<file path="src/rtl/cbq_pkg.sv">
// ----------------------------------------------------------------------------
// cbq_pkg
// Shared types, constants and arithmetic helpers for the cascaded biquad bank.
// ----------------------------------------------------------------------------
package cbq_pkg;

  // Coefficient and delay-state words within one biquad's block of words
  localparam int unsigned COEFS_PER_BIQUAD  = 7;
  localparam int unsigned STATES_PER_BIQUAD = 4;

  // Width of a biquad index (covers branch start plus series length)
  localparam int unsigned BQ_IDX_W = 7;
  localparam int unsigned CFG_IDX_W = 4;
  localparam int unsigned CFG_DATA_W = 32;

  localparam logic [CFG_IDX_W-1:0] CFG_BIQUAD_COUNT  = CFG_IDX_W'(0);
  localparam logic [CFG_IDX_W-1:0] CFG_SERIES_LENGTH = CFG_IDX_W'(1);

  // Step codes of the per-biquad sequence
  localparam logic [3:0] STEP_RD_X1   = 4'd3;  // read of x(n-1) slot
  localparam logic [3:0] STEP_RD_LAST = 4'd6;  // last RAM read (gain)
  localparam logic [3:0] STEP_Y       = 4'd7;  // output rounding, write x(n-1)
  localparam logic [3:0] STEP_GAIN    = 4'd8;  // gain multiply, write y(n-1)
  localparam logic [3:0] STEP_OUT     = 4'd9;  // gain shift, write y(n-2)
  localparam logic [3:0] STEP_LAST    = 4'd10; // write x(n-2)

  localparam logic [2:0] SLOT_B0    = 3'd4;
  localparam logic [2:0] SLOT_SHIFT = 3'd5;
  localparam logic [2:0] SLOT_GAIN  = 3'd6;
  localparam logic [1:0] DLY_Y2 = 2'd0;
  localparam logic [1:0] DLY_Y1 = 2'd1;
  localparam logic [1:0] DLY_X2 = 2'd2;
  localparam logic [1:0] DLY_X1 = 2'd3;

  typedef enum logic [2:0] {
    ST_CLEAR,
    ST_IDLE,
    ST_BRANCH,
    ST_BQ,
    ST_FINISH
  } state_e;

  typedef struct packed {
    logic                clear;
    logic                coef_wr;
    logic                load;
    logic                bypass;
    logic                branch_start;
    logic                branch_end;
    logic                step_en;
    logic [3:0]          step;
    logic [BQ_IDX_W-1:0] bq;
    logic                out_load;
  } cmd_t;

  typedef struct packed {
    logic clear_last;
    logic out_busy;
  } status_t;

  function automatic logic signed [31:0] sat32(input logic signed [64:0] v);
    logic signed [31:0] r;
    if (v > 65'sd2147483647) begin
      r = 32'sh7fffffff;
    end else if (v < -65'sd2147483648) begin
      r = 32'sh80000000;
    end else begin
      r = v[31:0];
    end
    return r;
  endfunction

  // Round shift by k: shift by k-1, add one, shift by one; amt = k-1
  function automatic logic signed [31:0] round_sat(input logic signed [63:0] v,
                                                   input logic [5:0] amt);
    logic signed [63:0] t;
    logic signed [64:0] u;
    t = v >>> amt;
    u = {t[63], t} + 65'sd1;
    return sat32(u >>> 1);
  endfunction

endpackage

</file>
<file path="src/rtl/cbq_ctrl.sv">
// ----------------------------------------------------------------------------
// cbq_ctrl
// Sequencer: clearing pass, branch and biquad loops, output hand-off.
// ----------------------------------------------------------------------------
module cbq_ctrl #(
  parameter int unsigned MAX_BIQUADS = 8
) (
  input  logic                            clk_i,
  input  logic                            rst_ni,
  input  logic                            in_valid_i,
  output logic                            in_ready_o,
  input  logic                            mode_i,
  input  logic                            cfg_valid_i,
  output logic                            cfg_ready_o,
  input  logic [cbq_pkg::CFG_IDX_W-1:0]   cfg_index_i,
  input  logic [cbq_pkg::CFG_DATA_W-1:0]  cfg_data_i,
  output cbq_pkg::cmd_t                   cmd_o,
  input  cbq_pkg::status_t                status_i
);

  localparam int unsigned BW = cbq_pkg::BQ_IDX_W;
  localparam logic [BW-1:0] MaxBq = BW'(MAX_BIQUADS);

  cbq_pkg::state_e state_q, state_d;
  logic [3:0]    bcount_q, serlen_q;
  logic [BW-1:0] j_q, j_d, i_q, i_d;
  logic [3:0]    s_q, s_d;
  logic [BW-1:0] cnt_eff, ser_eff, bq, j_next;
  logic          skip, bq_done;

  assign cfg_ready_o = 1'b1;

  always_ff @(posedge clk_i or negedge rst_ni) begin
    if (!rst_ni) begin
      bcount_q <= 4'd0;
      serlen_q <= 4'd1;
    end else if (cfg_valid_i) begin
      if (cfg_index_i == cbq_pkg::CFG_BIQUAD_COUNT) begin
        bcount_q <= cfg_data_i[3:0];
      end else if (cfg_index_i == cbq_pkg::CFG_SERIES_LENGTH) begin
        serlen_q <= cfg_data_i[3:0];
      end
    end
  end

  always_comb begin
    cnt_eff = (BW'(bcount_q) > MaxBq) ? MaxBq : BW'(bcount_q);
    if (serlen_q == 4'd0) begin
      ser_eff = BW'(1);
    end else if (BW'(serlen_q) > MaxBq) begin
      ser_eff = MaxBq;
    end else begin
      ser_eff = BW'(serlen_q);
    end
  end

  assign bq      = j_q + i_q;
  assign skip    = (bq >= MaxBq);
  assign bq_done = skip || (s_q == cbq_pkg::STEP_LAST);
  assign j_next  = j_q + ser_eff;

  always_ff @(posedge clk_i or negedge rst_ni) begin
    if (!rst_ni) begin
      state_q <= cbq_pkg::ST_CLEAR;
      j_q     <= '0;
      i_q     <= '0;
      s_q     <= '0;
    end else begin
      state_q <= state_d;
      j_q     <= j_d;
      i_q     <= i_d;
      s_q     <= s_d;
    end
  end

  always_comb begin
    state_d    = state_q;
    j_d        = j_q;
    i_d        = i_q;
    s_d        = s_q;
    in_ready_o = 1'b0;
    cmd_o      = '0;
    cmd_o.bq   = bq;
    cmd_o.step = s_q;
    case (state_q)
      cbq_pkg::ST_CLEAR: begin
        cmd_o.clear = 1'b1;
        if (status_i.clear_last) begin
          state_d = cbq_pkg::ST_IDLE;
        end
      end
      cbq_pkg::ST_IDLE: begin
        in_ready_o = 1'b1;
        if (in_valid_i) begin
          if (mode_i) begin
            cmd_o.coef_wr = 1'b1;
          end else begin
            cmd_o.load   = 1'b1;
            cmd_o.bypass = (cnt_eff == '0);
            j_d          = '0;
            state_d      = (cnt_eff == '0) ? cbq_pkg::ST_FINISH : cbq_pkg::ST_BRANCH;
          end
        end
      end
      cbq_pkg::ST_BRANCH: begin
        cmd_o.branch_start = 1'b1;
        i_d     = '0;
        s_d     = '0;
        state_d = cbq_pkg::ST_BQ;
      end
      cbq_pkg::ST_BQ: begin
        cmd_o.step_en = !skip;
        if (!bq_done) begin
          s_d = s_q + 4'd1;
        end else begin
          s_d = '0;
          if (i_q == ser_eff - BW'(1)) begin
            cmd_o.branch_end = 1'b1;
            j_d     = j_next;
            state_d = (j_next >= cnt_eff) ? cbq_pkg::ST_FINISH : cbq_pkg::ST_BRANCH;
          end else begin
            i_d = i_q + BW'(1);
          end
        end
      end
      cbq_pkg::ST_FINISH: begin
        if (!status_i.out_busy) begin
          cmd_o.out_load = 1'b1;
          state_d        = cbq_pkg::ST_IDLE;
        end
      end
      default: begin
        state_d = cbq_pkg::ST_IDLE;
      end
    endcase
  end

endmodule

</file>
<file path="config.mk">
export PLATFORM = sky130hd
export DESIGN_NAME = cbq_ctrl
export DESIGN_NICKNAME = d
export VERILOG_FILES = /design/src/rtl/cbq_pkg.sv /design/src/rtl/cbq_ctrl.sv
export SDC_FILE = /design/constraint.sdc
export NUM_CORES = 1
export LEC_CHECK = 0
export BUFFER_PORTS_ARGS = -buffer_cell sky130_fd_sc_hd__buf_2
export CORE_MARGIN = 4
export CORE_UTILIZATION = 40
export CTS_BUF_LIST = sky130_fd_sc_hd__clkbuf_16
export CTS_CLUSTER_SIZE = 8
export DETAILED_ROUTE_END_ITERATION = 8
export GPL_TIMING_DRIVEN = 0
export HOLD_SLACK_MARGIN = 0.05
export PLACE_DENSITY = 0.73
export REMOVE_ABC_BUFFERS = 1
export SLEW_MARGIN = 20
export SYNTH_ARGS = -nofsm -noshare
export SYNTH_HDL_FRONTEND = slang
export SYNTH_SLANG_ARGS = --single-unit
</file>
<file path="constraint.sdc">
create_clock -name clk_i -period 6.2 [get_ports clk_i]
set_input_delay 0.93 -clock clk_i [delete_from_list [all_inputs] [get_ports clk_i]]
set_output_delay 0.93 -clock clk_i [all_outputs]
set_load 0.05 [all_outputs]
</file>
==> results_dict.tcl <==
set metrics [dict create \
    setup-violations-final 0 \
    overflow 0 \
    max_slew.worst_pin.slew_ps 759.3 \
    clk_path_buf_depth 2 \
    ioPinCount 64 \
    endpoint_kind "primary output" \
    synth_cell_types 59 \
    cts_tree "built" \
    cts_sinks 29 \
    synth_area_um2 2275 \
    drive_above_1_share_pct 18.90 \
    avgSynthCellArea_um2 8.783 \
    drt_iter0_drc 103 \
    grt_pass1_vias 1870 \
    hpwl_um 3878 \
    fin_util_pct 47.49 \
    critical_path_class "reg2out" \
    die_w_um 83.41 \
    fp.coreArea_um2 5507 \
    fin_crit_sh_pct 67.46 \
    die_h_um 83.41 \
    hold_viol 0 \
    yosys-top-cells-area "dfrtp_1, ha_1, mux2_2, nand2_1, nor2_1" \
    crit_start "serlen_q[0]$_DFFE_PN1P_" \
    start_util_pct 41.31 \
    wl_um 5129 \
    cts-root-buf "clkbuf_16" \
    r2r_start "serlen_q[0]$_DFFE_PN1P_" \
    maxCapViolCount 0 \
    rows 27 \
    gp_congestion 0.8376 \
    yosys_warnings 0 \
    max_freq_ghz 0.2391 \
    cts_resized 0 \
    synth_top_cell_area_share_pct 30.80 \
    yosys_register_bits 29 \
    hold_buffers 0 \
    async_flop_share_pct 100.0 \
    ff_latch_area_um2 726.9 \
    start_kind "flop" \
    wl_per_cell_um 14.13 \
    fin_nets 353 \
    clock_latency_ps 280 \
    yosysTopAreaCell "dfrtp_1" \
    cts_buffers 5 \
    post_cts_buffers 0 \
    antenna_found_initial 0 \
    routed-via-count 1949 \
    drc_errors 0 \
    power.density_nw_per_um2 535.8 \
    ys_seq_area_share_pct 31.96 \
    rsz0062_at_grt "no" \
    crit_path_max_fanout 3 \
    hp-class "reg2reg" \
    slew_violations 0 \
    leakage_nw 1.248 \
    port_buffers 34 \
    multi_input_area_um2 1421 \
    die-area_um2 6957 \
    synth_cells 259 \
    track_usage_pct 15.55 \
    synthTopCellsByCount "dfrtp_1, nand2_1, nor2_1, ha_1, inv_1" \
    grt_pass1_wl_um 8901 \
    drtAntennaViolNets 0 \
    synth_ff_type "dfrtp_1" \
    fillers 539 \
    syn_to_final_growth_pct 14.96 \
    synth_edf_count 0 \
    via_per_inst 5.369 \
    grt_max_degree 30 \
    finClkSkew_ps 5.096 \
    cp.required_ps 5270 \
    tns_ps 0 \
    period_needed_ps 4183 \
    crit_arrival_ps 3250 \
    clkTransAtPathRegs_ps 50 \
    peakVddDrop_v 0.0003304 \
    relSlewSlack_pct 48.91 \
    firstDrtPassIters 4 \
    ctsHtreeMaxLevel 2 \
    status "finished, final reports clean" \
    synth.most_common_cell "dfrtp_1" \
    n_antenna_cell 0 \
    min_from "bcount_q[0]$_DFFE_PN0P_" \
]
kinds of logic after synthesis:
group,after synthesis,synth area share [%]
XOR/XNOR,11,4.236
flip-flops,29,31.96
other,1,0.1649
multiplexers,12,6.216
AND/OR/NAND/NOR,94,21.29
buffers and inverters,28,5.556
adder cells (fa/ha/maj),20,11.66
AO/OA/AOI/OAI,64,18.92
sequential cells by signal, indices dropped and copies added, names as in the netlist:
name,count
bcount_q,4
i_q,7
j_q,7
s_q,4
serlen_q,4
state_q,3
layout make-up:
| type | instances | area share (%) |
|---|---|---|
| well taps | 72 | 3.445 |
| clock inverters | 3 | 0.5263 |
| repair buffers | 34 | 6.507 |
| inverters | 18 | 2.584 |
| clock buffers | 5 | 4.785 |
| flip-flops and latches | 29 | 27.80 |
| multi-input cells | 202 | 54.35 |
metal layers:
| metal | GRT usage, % | part of all wire (%) | up-vias | wire (um) |
|---|---|---|---|---|
| met2 | 24.56 | 46 | 55 | 2343 |
| met3 | 3.770 | 5.9 | 5 | 301 |
| met4 | 4.678 | 1.3 | 0 | 68 |
| li1 | - | - | 978 | - |
| met5 | 0 | 0 | - | 0 |
| met1 | 21.07 | 47 | 911 | 2415 |
stage by stage:
| stage | power [mW] | cells | instance area [um2] | setup slack [ps] | hold WS [ps] |
|---|---|---|---|---|---|
| 2_1_floorplan | 0.9922 | 249 | 2216 | 2204 | 487.2 |
| 3_3_place_gp | 1.155 | 355 | 2476 | 2377 | 513.7 |
| 3_5_place_dp | 1.177 | 355 | 2476 | 2356 | 518.4 |
| 4_1_cts | 1.412 | 363 | 2615 | 2039 | 529.4 |
| 5_1_grt | 1.524 | 363 | 2615 | 1839 | 556.8 |
| 6_report | 1.401 | 363 | 2615 | 2017 | 526.9 |
where the power goes:
part	internal [mW]	switching, mW	total (mW)	leakage (nW)
Sequential	0.245	0.0914	0.336	0.356
Clock	0.145	0.0810	0.226	0.0748
Combinational	0.307	0.532	0.839	0.817
Total	0.697	0.704	1.40	1.25
worst max-delay path: stages, from the launching register on:
cell       delay [ps]
dfstp_2           520
o21ba_1           140
nor2_1            270
inv_1              80
ha_1              310
xnor2_1           120
or3_1             330
a2111oi_0         580
o21ai_1           260
inv_1             100
buf_2             260
worst paths after layout:
path,end,slack (ps),cells after the start
worst max-delay path,cmd_o[13],2020,10
worst min-delay path,bcount_q[0]$_DFFE_PN0P_,530,1
worst max register to register,j_q[5]$_DFFE_PN0P_,2820,9
worst min register to register,bcount_q[0]$_DFFE_PN0P_,530,1
max in group asynchronous,bcount_q[1]$_DFFE_PN0P_,5090,1
min in group asynchronous,i_q[5]$_DFFE_PN0P_,680,1
layout by cell type (no fill, tap or decap), types with 3 or more instances in the layout:
cell | Yosys | layout
a21oi_1 | 13 | 13
dfrtp_1 | 28 | 28
nor2b_1 | 9 | 9
xnor2_1 | 9 | 9
or3_1 | 3 | 3
nor3b_1 | 4 | 4
o21ai_0 | 7 | 7
nor2_1 | 21 | 21
o211ai_1 | 4 | 4
a31oi_1 | 3 | 3
clkbuf_16 | 0 | 5
nor3_1 | 5 | 5
nand2b_1 | 7 | 7
nand4_1 | 3 | 3
a21o_1 | 4 | 4
inv_1 | 18 | 19
o21a_1 | 4 | 4
buf_2 | 2 | 34
ha_1 | 18 | 18
o21ai_1 | 9 | 9
mux2_2 | 8 | 8
nand3_1 | 8 | 8
nand2_1 | 22 | 22
No activity file was read; power rests on OpenSTA's default activity.
